`src/hw/rtl/pvalu_pkg.sv`:
```
// types, constants and helper functions shared by the polar/cartesian vector unit
`timescale 1ns / 1ps
`default_nettype none

package pvalu_pkg;

  // cordic datapath, angle and reduction widths
  localparam int XW = 64;
  localparam int ZW = 40;
  localparam int RW = 49;
  localparam int MOD_CELLS = 13;

  localparam logic signed [ZW-1:0] PI_Z      = 40'sd13493037705;
  localparam logic signed [ZW-1:0] TWO_PI_Z  = 40'sd26986075409;
  localparam logic signed [ZW-1:0] HALF_PI_Z = 40'sd6746518852;
  localparam logic        [RW-1:0] TWO_PI_R  = 49'd26986075409;
  localparam logic        [RW-1:0] MOD_OFS   = 49'd221069929750528;
  localparam logic        [30:0]   GAIN_Q31  = 31'd1304065748;
  localparam logic signed [31:0]   PI_Q16    = 32'sd205887;

  typedef enum logic [3:0] {
    MODE_CADD  = 4'd0,
    MODE_CSUB  = 4'd1,
    MODE_CSCL  = 4'd2,
    MODE_CDOT  = 4'd3,
    MODE_PADD  = 4'd4,
    MODE_PSUB  = 4'd5,
    MODE_PSCL  = 4'd6,
    MODE_PDOT  = 4'd7,
    MODE_TOPOL = 4'd8,
    MODE_TOCAR = 4'd9
  } mode_e;

  typedef struct packed {
    logic        [3:0]  mode;
    logic signed [31:0] a0;
    logic signed [31:0] a1;
    logic signed [31:0] b0;
    logic signed [31:0] b1;
    logic signed [15:0] scl;
  } item_t;

  typedef struct packed {
    logic signed [31:0] r0;
    logic signed [31:0] r1;
    logic               ov;
    logic               vec;
    logic               zero;
  } late_t;

  function automatic logic signed [ZW-1:0] atan_step(input int i);
    logic signed [ZW-1:0] a;
    unique case (i)
      0:  a = 40'sd3373259426;
      1:  a = 40'sd1991351318;
      2:  a = 40'sd1052175346;
      3:  a = 40'sd534100635;
      4:  a = 40'sd268086748;
      5:  a = 40'sd134174063;
      6:  a = 40'sd67103403;
      7:  a = 40'sd33553749;
      8:  a = 40'sd16777131;
      9:  a = 40'sd8388597;
      10: a = 40'sd4194303;
      default: a = ZW'(64'sd1 <<< (32 - i));
    endcase
    return a;
  endfunction

  // {saturated, value}
  function automatic logic [32:0] sat32(input logic signed [XW-1:0] v);
    logic [32:0] r;
    if (v > 64'sd2147483647) begin
      r = {1'b1, 32'h7fffffff};
    end else if (v < -64'sd2147483648) begin
      r = {1'b1, 32'h80000000};
    end else begin
      r = {1'b0, v[31:0]};
    end
    return r;
  endfunction

  function automatic logic [32:0] rnd_sat(input logic signed [XW-1:0] x);
    logic signed [XW-1:0] t;
    t = (x + 64'sd32768) >>> 16;
    return sat32(t);
  endfunction

endpackage

`default_nettype wire

```
`src/hw/rtl/pvalu_mod_cell.sv`:
```
// one restoring subtract step of the angle reduction modulo two pi
`timescale 1ns / 1ps
`default_nettype none

module pvalu_mod_cell #(
  parameter int SHIFT = 0
) (
  input  wire logic                      clk_i,
  input  wire logic [pvalu_pkg::RW-1:0]  v_i,
  output logic      [pvalu_pkg::RW-1:0]  v_o
);

  localparam logic [pvalu_pkg::RW-1:0] SUB = pvalu_pkg::TWO_PI_R << SHIFT;

  logic [pvalu_pkg::RW-1:0] v_d, v_q;

  always_comb begin
    v_d = (v_i >= SUB) ? v_i - SUB : v_i;
  end

  always_ff @(posedge clk_i) begin
    v_q <= v_d;
  end

  assign v_o = v_q;

endmodule

`default_nettype wire

```
`config.mk`:
```
export PLATFORM = sky130hd
export DESIGN_NAME = pvalu_mod_cell
export DESIGN_NICKNAME = d
export VERILOG_FILES = /design/src/hw/rtl/pvalu_pkg.sv /design/src/hw/rtl/pvalu_mod_cell.sv
export SDC_FILE = /design/constraint.sdc
export NUM_CORES = 1
export LEC_CHECK = 0
export BUFFER_PORTS_ARGS = -buffer_cell sky130_fd_sc_hd__clkbuf_2
export CAP_MARGIN = 20
export CORE_MARGIN = 8
export CORE_UTILIZATION = 35
export CTS_BUF_LIST = sky130_fd_sc_hd__clkbuf_8
export CTS_CLUSTER_SIZE = 10
export DETAILED_ROUTE_END_ITERATION = 7
export SYNTH_ARGS = -nofsm -noshare
export SYNTH_HDL_FRONTEND = slang
export SYNTH_SLANG_ARGS = --single-unit
```
`constraint.sdc`:
```
create_clock -name clk_i -period 5.3 [get_ports clk_i]
set_clock_uncertainty 0.2 [all_clocks]
set_input_delay 1.06 -clock clk_i [delete_from_list [all_inputs] [get_ports clk_i]]
set_output_delay 1.06 -clock clk_i [all_outputs]
set_load 0.02 [all_outputs]
```
==> impl_metrics.json <==
{
  "post_cts_buffers": 0,
  "maxSlewViolCount": 0,
  "relSlewSlack_pct": 48.2,
  "cp_cell_sequence": "clkbuf_2, inv_1, ha_1, or3b_2, a2111o_1, a41o_1, a21oi_1, a211oi_1, nor4_1, xor2_1",
  "hp-class": "in -> reg",
  "tightest_slew_ns": 0.776,
  "clk_pin_slew_ns": 0.08,
  "leakagePower_uw": 0.00139,
  "worstPathArrival_ns": 3.63,
  "root_buffer": "clkbuf_8",
  "wl_um": 7110,
  "largest_reg_flops": 49,
  "syn_avg_cell_area_sq_um": 8.82,
  "peakVddDrop_mv": 0.0954,
  "pwr-share-clk_pct": 25.5,
  "wl_per_cell_um": 14.7,
  "grt_pass1_vias": 2434,
  "cts_resized": 0,
  "layout_min_cycle_time_ns": 3.60,
  "synth.net_count": 338,
  "power_density_nw_per_um2": 258,
  "internal_power_uw": 567,
  "cts_tree": "built",
  "cp-start-kind": "primary input",
  "overflow": 0,
  "drv_cap": 0,
  "synth-edff-count": 0,
  "nets": 435,
  "fill_cells": 728,
  "hold_viol": 0,
  "diodes": 0,
  "ctsLongestPathBuffers": 2,
  "ys_types": 54,
  "grt_max_degree": 25,
  "areaGrowthSynthToFinish_pct": 26.3,
  "port_buffers": 98,
  "tns_ns": 0,
  "synth_ff_type": "dfxtp_1",
  "drtIter0Drc": 80,
  "viasPerCell": 4.96,
  "rsz0062_at_grt": "false",
  "fin_crit_sh_pct": 67.9,
  "synth-seq-cells": 49,
  "ios": 99,
  "outcome": "complete, no violations",
  "fp.dieW_um": 101,
  "critPathCaptureType": "flop",
  "ys_seq_area_share_pct": 38.9,
  "startpoint": "v_i[1]",
  "setup_viol": 0,
  "syn_area_sq_um": 2520,
  "gp_congestion": 0.930,
  "crit_family": "compound AO/OA/AOI/OAI gates",
  "antenna_found_initial": 0,
  "yosysTopAreaCell": "dfxtp_1",
  "dieArea_sq_um": 10200,
  "ant_nets": 0,
  "pwr-share-comb_pct": 24.3,
  "swShare_pct": 30.9,
  "yosysTopAreaCellShare_pct": 38.9,
  "syn_inst": 286,
  "seq_power_share_pct": 50.2,
  "dr.pass1.iters": 4,
  "power_uw": 821,
  "vias": 2397,
  "remaining_drc_errors": 0,
  "switchingPower_uw": 254,
  "h-tree-depth": 2,
  "drive_above_1_share_pct": 31.0,
  "yosysWarnings": 0,
  "grt_first_pass_wirelength_um": 11600,
  "cpMaxStageDelayCell": "or3b_2",
  "synth.most_common_cell": "dfxtp_1",
  "path_class": "in -> reg",
  "synth_commonest_cells": "49 x dfxtp_1, 30 x nand2_1, 24 x xnor2_1",
  "crit_buf_inv": 2,
  "grtUsageTotal_pct": 14.2,
  "path_max_fanout": 7,
  "fp.dieH_um": 101,
  "synth_area_leaders": "dfxtp_1 39%, xnor2_1 8.3%, xor2_1 8.0%",
  "dp.final_hpwl_um": 5740,
  "rows": 31,
  "max_freq_mhz": 278,
  "coreArea_sq_um": 7100,
  "cts_sinks": 49,
  "cts_made_buffers": 5,
  "async_flop_share_pct": 0,
  "path_depth": 10,
  "start_util_pct": 35.5,
  "whs_path_depth": 2,
  "worst_ep_required_time_ns": 5.33,
  "cts_hold_buf": 0,
  "crit_end": "v_o[42]",
  "worst_path_largest_cell_delay_ns": 0.51
}
-- metrics by stage --
| stage | instances | util (%) | cell area, sq um | setup slack, ns | hold slack [ns] |
|---|---|---|---|---|---|
| finish | 483 | 44.8 | 3180 | 1.70 | 0.773 |
| global route | 483 | 44.8 | 3180 | 1.56 | 0.760 |
| CTS | 483 | 44.8 | 3180 | 1.71 | 0.763 |
| detailed placement | 475 | 43.7 | 3100 | 1.39 | 1.09 |
| global placement | 475 | 43.7 | 3100 | 1.45 | 1.09 |
| floorplan | 286 | - | 2520 | 1.87 | 0.957 |
-- final cells by class --
class	instances	area [sq um]	area share, %
multi-input cells	223	1480	46.3
flip-flops and latches	49	981	30.8
clock inverters	3	13.8	0.432
clock buffers	5	68.8	2.16
well taps	99	124	3.89
inverters	4	15.0	0.472
repair buffers	100	505	15.9
-- power groups by stage --
stage	registers [uW]	clock network [uW]	logic [uW]
6_report	412	209	200
5_1_grt	416	232	218
4_1_cts	413	218	201
3_5_place_dp	421	0	200
3_3_place_gp	421	0	200
2_1_floorplan	467	0	68.1
-- logic make-up (layout without fill, tap and decap cells) --
kind of cell	after synthesis	in the layout	synth area share, %
XOR/XNOR	47	47	16.3
buffers and inverters	14	112	2.58
AND/OR/NAND/NOR	125	125	27.7
flip-flops	49	49	38.9
adder cells (fa/ha/maj)	2	2	0.992
AO/OA/AOI/OAI	49	49	13.5
-- routing by layer --
layer | global-route usage (%) | vias to the layer above | wire, um
met5 | 0 | - | 0
met4 | 6.16 | 0 | 150
met3 | 4.49 | 12 | 534
met2 | 22.7 | 82 | 3280
met1 | 16.9 | 1083 | 3150
li1 | - | 1220 | -
-- how the worst min path moves through the flow --
stage	from	end	slack, ns
2_1_floorplan	v_i[11]	v_o[11]	0.96
3_3_place_gp	v_i[20]	v_o[20]	1.09
3_5_place_dp	v_i[19]	v_o[19]	1.09
4_1_cts	v_i[19]	v_o[19]	0.76
5_1_grt	v_i[20]	v_o[20]	0.76
6_report	v_i[7]	v_o[7]	0.77
-- cell usage in the layout, fill, tap and decap left out, drive strengths merged, types with 4 or more instances in the layout --
cell type and instances:
and2 7, xor2 23, nand2 30, nor3 7
nand3 10, clkbuf 103, or4 7, nand4 4
dfxtp 49, or3 4, o21ai 7, nor2 20
nor4 16, inv 5, a21oi 17, xnor2 24
Power figures use the tool's default switching activity.
