--- src/hw/rtl/pvalu_pkg.sv ---
// types, constants and helper functions shared by the polar/cartesian vector unit
`timescale 1ns / 1ps
`default_nettype none

package pvalu_pkg;

  // cordic datapath, angle and reduction widths
  localparam int XW = 64;
  localparam int ZW = 40;
  localparam int RW = 49;
  localparam int MOD_CELLS = 13;

  localparam logic signed [ZW-1:0] PI_Z      = 40'sd13493037705;
  localparam logic signed [ZW-1:0] TWO_PI_Z  = 40'sd26986075409;
  localparam logic signed [ZW-1:0] HALF_PI_Z = 40'sd6746518852;
  localparam logic        [RW-1:0] TWO_PI_R  = 49'd26986075409;
  localparam logic        [RW-1:0] MOD_OFS   = 49'd221069929750528;
  localparam logic        [30:0]   GAIN_Q31  = 31'd1304065748;
  localparam logic signed [31:0]   PI_Q16    = 32'sd205887;

  typedef enum logic [3:0] {
    MODE_CADD  = 4'd0,
    MODE_CSUB  = 4'd1,
    MODE_CSCL  = 4'd2,
    MODE_CDOT  = 4'd3,
    MODE_PADD  = 4'd4,
    MODE_PSUB  = 4'd5,
    MODE_PSCL  = 4'd6,
    MODE_PDOT  = 4'd7,
    MODE_TOPOL = 4'd8,
    MODE_TOCAR = 4'd9
  } mode_e;

  typedef struct packed {
    logic        [3:0]  mode;
    logic signed [31:0] a0;
    logic signed [31:0] a1;
    logic signed [31:0] b0;
    logic signed [31:0] b1;
    logic signed [15:0] scl;
  } item_t;

  typedef struct packed {
    logic signed [31:0] r0;
    logic signed [31:0] r1;
    logic               ov;
    logic               vec;
    logic               zero;
  } late_t;

  function automatic logic signed [ZW-1:0] atan_step(input int i);
    logic signed [ZW-1:0] a;
    unique case (i)
      0:  a = 40'sd3373259426;
      1:  a = 40'sd1991351318;
      2:  a = 40'sd1052175346;
      3:  a = 40'sd534100635;
      4:  a = 40'sd268086748;
      5:  a = 40'sd134174063;
      6:  a = 40'sd67103403;
      7:  a = 40'sd33553749;
      8:  a = 40'sd16777131;
      9:  a = 40'sd8388597;
      10: a = 40'sd4194303;
      default: a = ZW'(64'sd1 <<< (32 - i));
    endcase
    return a;
  endfunction

  // {saturated, value}
  function automatic logic [32:0] sat32(input logic signed [XW-1:0] v);
    logic [32:0] r;
    if (v > 64'sd2147483647) begin
      r = {1'b1, 32'h7fffffff};
    end else if (v < -64'sd2147483648) begin
      r = {1'b1, 32'h80000000};
    end else begin
      r = {1'b0, v[31:0]};
    end
    return r;
  endfunction

  function automatic logic [32:0] rnd_sat(input logic signed [XW-1:0] x);
    logic signed [XW-1:0] t;
    t = (x + 64'sd32768) >>> 16;
    return sat32(t);
  endfunction

endpackage

`default_nettype wire

--- src/hw/rtl/pvalu_cordic_cell.sv ---
// one cordic micro-rotation stage, rotation or vectoring
`timescale 1ns / 1ps
`default_nettype none

module pvalu_cordic_cell #(
  parameter int STAGE  = 0,
  parameter bit VECTOR = 1'b0
) (
  input  wire logic                            clk_i,
  input  wire logic signed [pvalu_pkg::XW-1:0] x_i,
  input  wire logic signed [pvalu_pkg::XW-1:0] y_i,
  input  wire logic signed [pvalu_pkg::ZW-1:0] z_i,
  output logic      signed [pvalu_pkg::XW-1:0] x_o,
  output logic      signed [pvalu_pkg::XW-1:0] y_o,
  output logic      signed [pvalu_pkg::ZW-1:0] z_o
);

  localparam logic signed [pvalu_pkg::ZW-1:0] ANG = pvalu_pkg::atan_step(STAGE);

  logic signed [pvalu_pkg::XW-1:0] dx, dy;
  logic signed [pvalu_pkg::XW-1:0] x_d, y_d, x_q, y_q;
  logic signed [pvalu_pkg::ZW-1:0] z_d, z_q;
  logic                            up;

  always_comb begin
    dx = y_i >>> STAGE;
    dy = x_i >>> STAGE;
    up = VECTOR ? y_i[pvalu_pkg::XW-1] : !z_i[pvalu_pkg::ZW-1];
    if (up) begin
      x_d = x_i - dx;
      y_d = y_i + dy;
      z_d = z_i - ANG;
    end else begin
      x_d = x_i + dx;
      y_d = y_i - dy;
      z_d = z_i + ANG;
    end
  end

  always_ff @(posedge clk_i) begin
    x_q <= x_d;
    y_q <= y_d;
    z_q <= z_d;
  end

  assign x_o = x_q;
  assign y_o = y_q;
  assign z_o = z_q;

endmodule

`default_nettype wire

--- config.mk ---
export PLATFORM = sky130hd
export DESIGN_NAME = pvalu_cordic_cell
export DESIGN_NICKNAME = d
export VERILOG_FILES = /design/src/hw/rtl/pvalu_pkg.sv /design/src/hw/rtl/pvalu_cordic_cell.sv
export SDC_FILE = /design/constraint.sdc
export NUM_CORES = 1
export LEC_CHECK = 0
export BUFFER_PORTS_ARGS = -buffer_cell sky130_fd_sc_hd__buf_2
export CAP_MARGIN = 30
export CORE_MARGIN = 3
export CORE_UTILIZATION = 29
export CTS_CLUSTER_DIAMETER = 200
export DETAILED_ROUTE_END_ITERATION = 12
export PLACE_DENSITY_LB_ADDON = 0.15
export SLEW_MARGIN = 20
export SYNTH_ARGS = -nofsm -noshare
export SYNTH_HDL_FRONTEND = slang
export SYNTH_SLANG_ARGS = --single-unit
--- constraint.sdc ---
create_clock -name clk_i -period 3.89 [get_ports clk_i]
set_clock_uncertainty 0.1 [all_clocks]
set_input_delay 0.389 -clock clk_i [delete_from_list [all_inputs] [get_ports clk_i]]
set_output_delay 0.389 -clock clk_i [all_outputs]
set_load 0.03 [all_outputs]
==> results of run 1 <==
-- worst max-delay path, stage by stage --
cell and delay [ns]:
buf_2 0.09, inv_1 0.04, ha_1 0.45, a21oi_1 0.27
a21oi_1 0.20, nor3_2 0.28, nor3_1 0.08, buf_4 0.15
o2111ai_2 0.24, a21oi_1 0.15, or3b_1 0.46, a221o_1 0.40
a2111oi_0 0.41, o21ba_1 0.21, xnor2_1 0.13
-- power by group through the flow --
stage	sequential [mW]	clock, mW	combinational [mW]
after floorplan	3.12	0	1.83
after global placement	2.32	0	4.45
after detailed placement	2.32	0	4.44
after CTS	2.29	1.85	4.46
after global routing	2.32	1.89	4.80
final	2.28	1.75	4.48
-- layer usage --
| layer | share of wire, % | wire [um] |
|---|---|---|
| met4 | 3.0 | 2290 |
| met2 | 47 | 36400 |
| met5 | 0.035 | 27 |
| met3 | 5.2 | 4060 |
| met1 | 45 | 34700 |
-- area by class of cell --
cell class	count	area (um2)
clock inverter	14	139
tap	773	967
fill	6362	36600
sequential	167	3340
inverter	216	813
antenna	3	7.51
multi-input combinational	1859	13000
timing repair buffer	661	4130
clock buffer	17	425
-- worst max-delay path by stage --
stage                     startpoint  endpoint  slack, ns  cells past startpoint
after CTS                     x_i[1]   y_o[59]        0.1                     16
after floorplan              z_i[39]   z_o[39]       0.06                     15
after global routing          x_i[1]   x_o[55]       0.08                     16
after global placement        x_i[9]   y_o[59]      -0.39                     17
final                         x_i[3]   x_o[60]       0.21                     15
after detailed placement      x_i[1]   y_o[59]      -0.47                     16
-- registers in the layout, indices dropped and copies added (netlist names) --
signal / cells
y_o: 63
z_o: 40
x_o: 64
-- per-stage QoR --
step / setup TNS (ns) / instance area (um2) / util, %
floorplan: 0 / 17500 / -
global placement: -3.73 / 22200 / 37.4
detailed placement: -4.56 / 22200 / 37.4
CTS: 0 / 22800 / 38.4
global route: 0 / 22800 / 38.4
finish: 0 / 22800 / 38.4
-- cell families after synthesis --
logic type	count (synthesis)	share of synthesized area (%)
xor gates and xnor gates	162	8.10
AOI/OAI and AO/OA	845	30.1
muxes	48	2.76
buffers and inverters	310	6.89
adders and majority gates	245	17.6
DFF	167	19.1
and+or+nand+nor	559	15.4
-- cell usage in the layout, fill, tap and decap left out, types with 7 or more instances in the layout --
master	Yosys	routed
o21bai_1	66	66
o31ai_1	20	20
nor2_1	177	177
a21boi_0	10	10
o31a_1	7	7
nor2b_1	34	34
buf_4	4	324
o211ai_1	18	18
a21o_1	72	72
xnor2_1	141	141
o21ai_0	170	170
buf_2	16	335
dfxtp_1	167	167
nand3_1	39	39
a211oi_1	18	18
xor2_1	21	21
nand2b_1	18	18
a21oi_1	322	321
o21a_1	23	23
inv_1	209	208
or2_2	10	10
or3_1	9	9
nor3_1	45	45
clkbuf_16	0	17
and2_1	15	15
nand2_1	122	122
nand4_1	36	36
and3_1	14	14
ha_1	242	242
nor4_1	23	23
mux2i_1	46	46
a221oi_1	8	7
a31oi_1	20	20
-- repair_timing --
action                                  in CTS  in global routing
gates resized for setup                      0                  3
endpoints found under the setup margin       0                  6
setup buffers                                0                  0
hold buffers                                 2                  0
hold endpoints to repair                     2                  0
==> results.toml, run 1 <==
[clock_network]
clk_path_buf_depth = 2
cts_sinks = 167
cts_buffers = 17
h-tree-depth = 4
cts_tree = "done"
cts_root_buffer = "clkbuf_16"
clk_pin_slew_ns = 0.08

[place]
pre_cts_slack_ns = -0.474
place_congestion = 0.943
place_inst = 3674
io_buffer_count = 336
dp.final_hpwl_um = 65100

[logic_synthesis]
ys_ff_latch = 167
synth_area_leaders = "dfxtp_1 (19%), ha_1 (17%), a21oi_1 (9.2%)"
ys_seq_area_share_pct = 19.1
syn_area_per_cell_um2 = 7.50
synth_warnings = 0
yosysMostFrequentCell = "a21oi_1"
synth_edf_count = 0
synth-async-reset-ratio_pct = 0
netlist_area_um2 = 17500
synthesis.nets = 2750
syn_inst = 2336
synth.top_cell.area_share_pct = 19.1
netlist_top_cells_count = "a21oi_1 (322), ha_1 (242), inv_1 (209)"
synth_ff_type = "dfxtp_1"
yosysUniqueCellTypes = 83
synth_top_cell_by_area = "dfxtp_1"

[global_routing]
grt_max_degree = 61
grt_pass1_wl_um = 116000
top_usage_layer = "met2"
first_global_vias = 19490
grtUsageMet2_pct = 40.4
use_met1_pct = 30.7
grt_overflow = 0
grt_use_total_pct = 23.8
grt_util_met3_pct = 3.80
antenna_found_initial = 4

[min_path]
holdPathEnd = "x_o[0]"
min_path_cells = 3
hp-start = "y_i[0]"
hold_path_class = "in2reg"

[timing]
setup_viol = 0
whs_ns = 0.0732
slew_viol_final = 0
max_freq_mhz = 272
fin_crit_sh_pct = 94.5
hold_viol = 0
max_slew_margin_pct = 38.3
fin_ws_ns = 0.214
rsz0062_at_grt = "false"
tightest_slew_ns = 0.917
fin_crit_ns = 3.68

[detailed_routing]
firstDrtPassIters = 5
vias = 19401
wl_per_cell_um = 20.9
via_per_inst = 5.23
drc = 0
ant_nets = 0
drt_iter0_drc = 1123
wl_um = 77500

[critical_path]
critPathRequiredTime_ns = 4.17
criticalPathCategory = "in2reg"
worstPathArrival_ns = 3.96
cp_max_fo = 11
start_kind = "primary input"
cp-end-kind = "register"

[power_and_ir_drop]
totalPowerFinal_mw = 8.51
power.share.switching_pct = 45.8
p_leak_nw = 11.0
p_int_mw = 4.61
switchingPower_mw = 3.90
pwr-share-clk_pct = 20.6
seqPwrFrac_pct = 26.8
ir_drop_uv = 359
pwr_density_cell_nw_per_um2 = 373
comb_power_share_pct = 52.6

[floorplanning]
placeableCoreArea_um2 = 59400
placement_rows = 89
die_w_um = 252
dieHeight_um = 252
io_pins = 337
initial_core_util_pct = 29.5
die_area_um2 = 63400

[finish]
drive_above_1_share_pct = 24.9
layout.nets = 3336
area_growth_pct = 30.2
final_cells = 3710

[run]
cap_violations = 0

[status]
status = "completed"
Power figures use the tool's default switching activity.
==> run 2, diff against run 1 <==
--- a/config.mk
+++ b/config.mk
@@ -5,6 +5,7 @@
 export SDC_FILE = /design/constraint.sdc
 export NUM_CORES = 1
 export LEC_CHECK = 0
+export ABC_AREA = 1
 export BUFFER_PORTS_ARGS = -buffer_cell sky130_fd_sc_hd__buf_2
 export CAP_MARGIN = 30
 export CORE_MARGIN = 3
==> constraint.sdc (replaced) <==
create_clock -name clk_i -period 4.3 [get_ports clk_i]
set_clock_uncertainty 0.1 [all_clocks]
set_input_delay 0.43 -clock clk_i [delete_from_list [all_inputs] [get_ports clk_i]]
set_output_delay 0.43 -clock clk_i [all_outputs]
set_load 0.03 [all_outputs]
==> run 2 against run 1 <==
Effect of this change:
- clock-buffer cell count unchanged
- setup slack gained 1.3 ns
- first-iteration DRC count up 79%
- sequential cell count unchanged
- worst hold slack better by 0.025 ns
- critical path type unchanged
- largest power group unchanged
==> results.toml, run 2 <==
[status]
status = "completed"

[critical_path]
cp-end-kind = "register"
start_kind = "primary input"
critPathRequiredTime_ns = 4.59
worstPathArrival_ns = 3.07
criticalPathCategory = "in2reg"
cp_max_fo = 12

[clock_network]
ctsResizeCount = 0
cts_buffers = 17
cts_sinks = 167
clk_path_buf_depth = 2
cts_tree = "done"
clk_pin_slew_ns = 0.08
h-tree-depth = 4
cts_root_buffer = "clkbuf_16"

[finish]
layout_commonest_cell = "nand2_1"
layout.nets = 5107
largest_reg_flops = 64
drive_above_1_share_pct = 12.2
area_growth_pct = 12.2
antenna_cells = 0
utilization_pct = 32.9
final_cell_mix = "nand2_1 (1640), inv_1 (892), buf_2 (335)"

[detailed_routing]
via_per_inst = 4.74
firstDrtPassIters = 6
wl_um = 109000
wl_per_cell_um = 18.9
vias = 27396
drc = 0
ant_nets = 0
drt_iter0_drc = 2009

[logic_synthesis]
synth_edf_count = 0
yosysMostFrequentCell = "nand2_1"
syn_area_per_cell_um2 = 5.45
yosysUniqueCellTypes = 49
synthesis.nets = 4837
ys_seq_area_share_pct = 13.9
synth_area_leaders = "nand2_1 (26%), inv_1 (14%), dfxtp_1 (14%)"
synth_top_cell_by_area = "nand2_1"
synth_warnings = 0
netlist_top_cells_count = "nand2_1 (1640), inv_1 (892), nand3_1 (330)"
synth_ff_type = "dfxtp_1"
synth.top_cell.area_share_pct = 25.5
ys_ff_latch = 167
netlist_area_um2 = 24100
syn_inst = 4423
synth-async-reset-ratio_pct = 0

[power_and_ir_drop]
totalPowerFinal_mw = 7.80
p_leak_nw = 16.0
ir_drop_uv = 322
pwr_density_cell_nw_per_um2 = 288

[global_routing]
grt_overflow = 0
antenna_found_initial = 3
grt_use_total_pct = 24.7
grt_pass1_wl_um = 159000
grt_max_degree = 82
first_global_vias = 26172

[floorplanning]
die_area_um2 = 86700
die_w_um = 294
dieHeight_um = 294
placeableCoreArea_um2 = 82200
initial_core_util_pct = 29.3
placement_rows = 105
io_pins = 337

[timing]
setup_viol = 0
hold_viol = 0
max_slew_margin_pct = 32.2
rsz0062_at_grt = "false"
slew_viol_final = 0
fin_crit_sh_pct = 64.7
tightest_slew_ns = 1.02
max_freq_mhz = 359
fin_crit_ns = 2.78
fin_tns_setup_ns = 0

[min_path]
hold_path_class = "in2reg"
min_path_cells = 2

[place]
dp.final_hpwl_um = 95200
place_congestion = 0.967
io_buffer_count = 336

[run]
cap_violations = 0
-- run 2: path summary, 6_finish.rpt --
check / from / end / slack (ns)
min: z_i[2] / z_o[2] / 0.1
max: x_i[17] / x_o[54] / 1.52
-- run 2: cells by family after synthesis --
| logic type | after synthesis | share of synthesized area, % |
|---|---|---|
| simple gates | 2470 | 43.4 |
| buf+inv | 1026 | 17.5 |
| compound gates | 442 | 9.80 |
| fa+ha+maj | 245 | 12.8 |
| flops | 167 | 13.9 |
| xor+xnor | 71 | 2.58 |
| mux | 2 | 0.0830 |
-- run 2: per-layer routing --
metal  share of wire, %  global-route usage, %  wire length [um]
met5              0.011                      0                12
met4                3.8                   9.75              4150
met3                5.4                   2.95              5890
met2                 45                   41.0             49500
met1                 46                   32.6             49800
-- run 2: report_power, final --
part	leakage [nW]	switching, mW	internal, mW	total [mW]
clock	0.283	0.884	0.776	1.66
sequential	1.41	0.121	1.85	1.97
combinational	14.3	3.05	1.12	4.17
total	16.0	4.06	3.74	7.80
-- run 2: layout make-up --
cell class / count / area, um2
flip-flops and latches: 167 / 3340
clock inverters: 15 / 158
repair buffers: 340 / 1720
inverters: 937 / 3520
fillers: 9724 / 55200
multi-input cells: 3230 / 16600
clock buffers: 17 / 425
well taps: 1070 / 1340
-- run 2: metrics by stage --
stage / area [um2] / hold slack (ns) / worst slack, ns / instances
global route: 27100 / 0.0732 / 1.40 / 5776
detailed placement: 26500 / 0.434 / 0.980 / 5743
global placement: 26500 / 0.433 / 0.941 / 5743
finish: 27100 / 0.0980 / 1.52 / 5776
CTS: 27100 / 0.0526 / 1.55 / 5776
floorplan: 24100 / 0.358 / 1.49 / 4423
-- run 2: repair_timing --
item / CTS / global route
endpoints found under the hold margin: 1 / 0
setup buffers: 0 / 0
hold buffers: 1 / 0
-- run 2: critical path, stage by stage --
cell     delay [ns]
buf_2          0.10
inv_1          0.05
ha_1           0.64
nand2_1        0.23
nor2_1         0.34
nand2_1        0.21
nor2_1         0.18
nand2_1        0.13
nand3_1        0.24
nand2_1        0.13
nand3_1        0.09
nand2_1        0.05
nand3_1        0.09
nand2_1        0.15
==> run 3, diff against run 2 <==
==> constraint.sdc (replaced) <==
create_clock -name clk_i -period 2.4 [get_ports clk_i]
set_clock_uncertainty 0.1 [all_clocks]
set_input_delay 0.24 -clock clk_i [delete_from_list [all_inputs] [get_ports clk_i]]
set_output_delay 0.24 -clock clk_i [all_outputs]
set_load 0.03 [all_outputs]
==> run 3 against run 2 <==
Effect of this change:
- largest power group unchanged
- total power grew 100%
- combinational power grew 110%
- via count grew 8.4%
- non-clock buffer count grew 684
- first-iteration DRC count shrank 3.1%
- clock-buffer cell count is the same
- sequential share of layout area shrank 2.1 points
- cell count grew 12%
- critical path type unchanged
- largest cell class unchanged
==> results.toml, run 3 (synthesis gave the netlist of run 2 again) <==
[critical_path]
critical_path.slowest_cell = "fa_1"
critPathRequiredTime_ns = 2.72
start_kind = "primary input"
crit_family = "simple AND/OR/NAND/NOR gates"
cp.buffers_inverters = 3
cp.depth = 16
cp-end-kind = "register"
criticalPathCategory = "in2reg"
crit_path_cell_trace = "buf_2 -> inv_1 -> ha_1 -> fa_1 -> inv_1 -> nand2_1 -> nand3_1 -> nand2_1 -> nand2_1 -> nand2_1 -> nand2_1 -> nand2_1 -> nand2_1 -> nand2_1 -> nand3_1 -> nand2_1"
cp_slowest_stage_delay_ns = 0.41
cpMostUsedCell = "nand2_1"
cp_max_fo = 4
critPathLaunch = "x_i[0]"
cp-endpoint = "x_o[46]"
worstPathArrival_ns = 2.56

[timing]
max_slew_margin_pct = 48.4
hold_viol = 0
max_freq_mhz = 446
slew_viol_final = 0
setup_viol = 0
fin_ws_ns = 0.160
tightest_slew_ns = 0.773
fin_crit_ns = 2.24
fin_crit_sh_pct = 93.4
rsz0062_at_grt = "false"

[global_routing]
grt_pass1_wl_um = 169000
first_global_vias = 28779
antenna_found_initial = 2
grt_max_degree = 135
grt_use_total_pct = 26.0
grt_overflow = 0

[status]
status = "completed"

[floorplanning]
placement_rows = 105
die_w_um = 294
placeableCoreArea_um2 = 82200
initial_core_util_pct = 29.3
io_pins = 337
dieHeight_um = 294
die_area_um2 = 86700

[power_and_ir_drop]
power.share.switching_pct = 49.0
ir_drop_uv = 622
comb_power_share_pct = 56.8
totalPowerFinal_mw = 15.7
p_leak_nw = 19.4
seqPwrFrac_pct = 22.6
pwr-share-clk_pct = 20.6
p_int_mw = 7.99
switchingPower_mw = 7.68
pwr_density_cell_nw_per_um2 = 483

[clock_network]
h-tree-depth = 4
cts_sinks = 167
cts_root_buffer = "clkbuf_16"
clk_pin_slew_ns = 0.09
clk_path_buf_depth = 2
cts_tree = "done"
cts_buffers = 17

[finish]
area_growth_pct = 34.5
utilization_pct = 39.5
largest_reg_flops = 64
drive_above_1_share_pct = 23.2
final_cell_mix = "nand2_1 (1640), inv_1 (892), buf_4 (668)"
fillers = 9421
multiInputGateArea_um2 = 16600
layout.nets = 5791
layout_commonest_cell = "nand2_1"
seqCellArea_um2 = 3340
final_cells = 6461

[detailed_routing]
drt_iter0_drc = 1947
firstDrtPassIters = 5
via_per_inst = 4.59
ant_nets = 0
wl_um = 115000
vias = 29684
drc = 0
wl_per_cell_um = 17.7

[place]
dp.final_hpwl_um = 101000
io_buffer_count = 336
pre_cts_slack_ns = -0.314
place_congestion = 0.963
place_inst = 6422

[run]
cap_violations = 0

[min_path]
hold_path_class = "in2reg"
==> run 3: power by group through the flow <==
stage | registers [mW] | clock network (mW) | logic [mW]
CTS | 3.56 | 3.31 | 8.86
detailed placement | 3.61 | 0 | 8.82
global placement | 3.62 | 0 | 8.83
global route | 3.59 | 3.41 | 9.67
finish | 3.55 | 3.23 | 8.90
floorplan | 4.59 | 0 | 3.84
==> run 3: per-layer routing <==
metal  wire (um)  global-route usage [%]
met1       52900                    34.7
met2       53200                    44.8
met3        5760                    2.25
met4        2780                    6.78
met5           0                       0
==> run 3: cell type report <==
type / count / share of cell area, %
Sequential cell: 167 / 10.3
Timing Repair Buffer: 1024 / 21.7
Multi-Input combinational cell: 3230 / 51.1
Tap cell: 1070 / 4.13
Clock inverter: 15 / 0.621
Inverter: 937 / 10.9
Antenna cell: 1 / 0.00771
Clock buffer: 17 / 1.31
==> run 3: stage by stage <==
stage,instance area (um2),setup TNS [ns],hold slack (ns)
CTS,32400,0,0.0223
global route,32500,0,0.0623
floorplan,24100,0,0.168
detailed placement,31800,-17.10,0.244
finish,32500,0,0.0520
global placement,31800,-17.30,0.243
==> run 3: timing repair <==
action / in CTS / in global routing
buffers inserted: 0 / 0
hold buffers: 6 / 0
gates resized for setup: 0 / 1
setup endpoints to repair: 0 / 1
endpoints found under the hold margin: 6 / 0
==> run 3: worst min-delay path by stage <==
stage	start	endpoint	slack, ns	cells after the start
floorplan	z_i[0]	z_o[0]	0.17	0
detailed placement	z_i[0]	z_o[0]	0.24	1
CTS	z_i[23]	z_o[23]	0.02	3
finish	y_i[1]	x_o[1]	0.05	3
global route	z_i[4]	z_o[4]	0.06	3
global placement	z_i[0]	z_o[0]	0.24	1
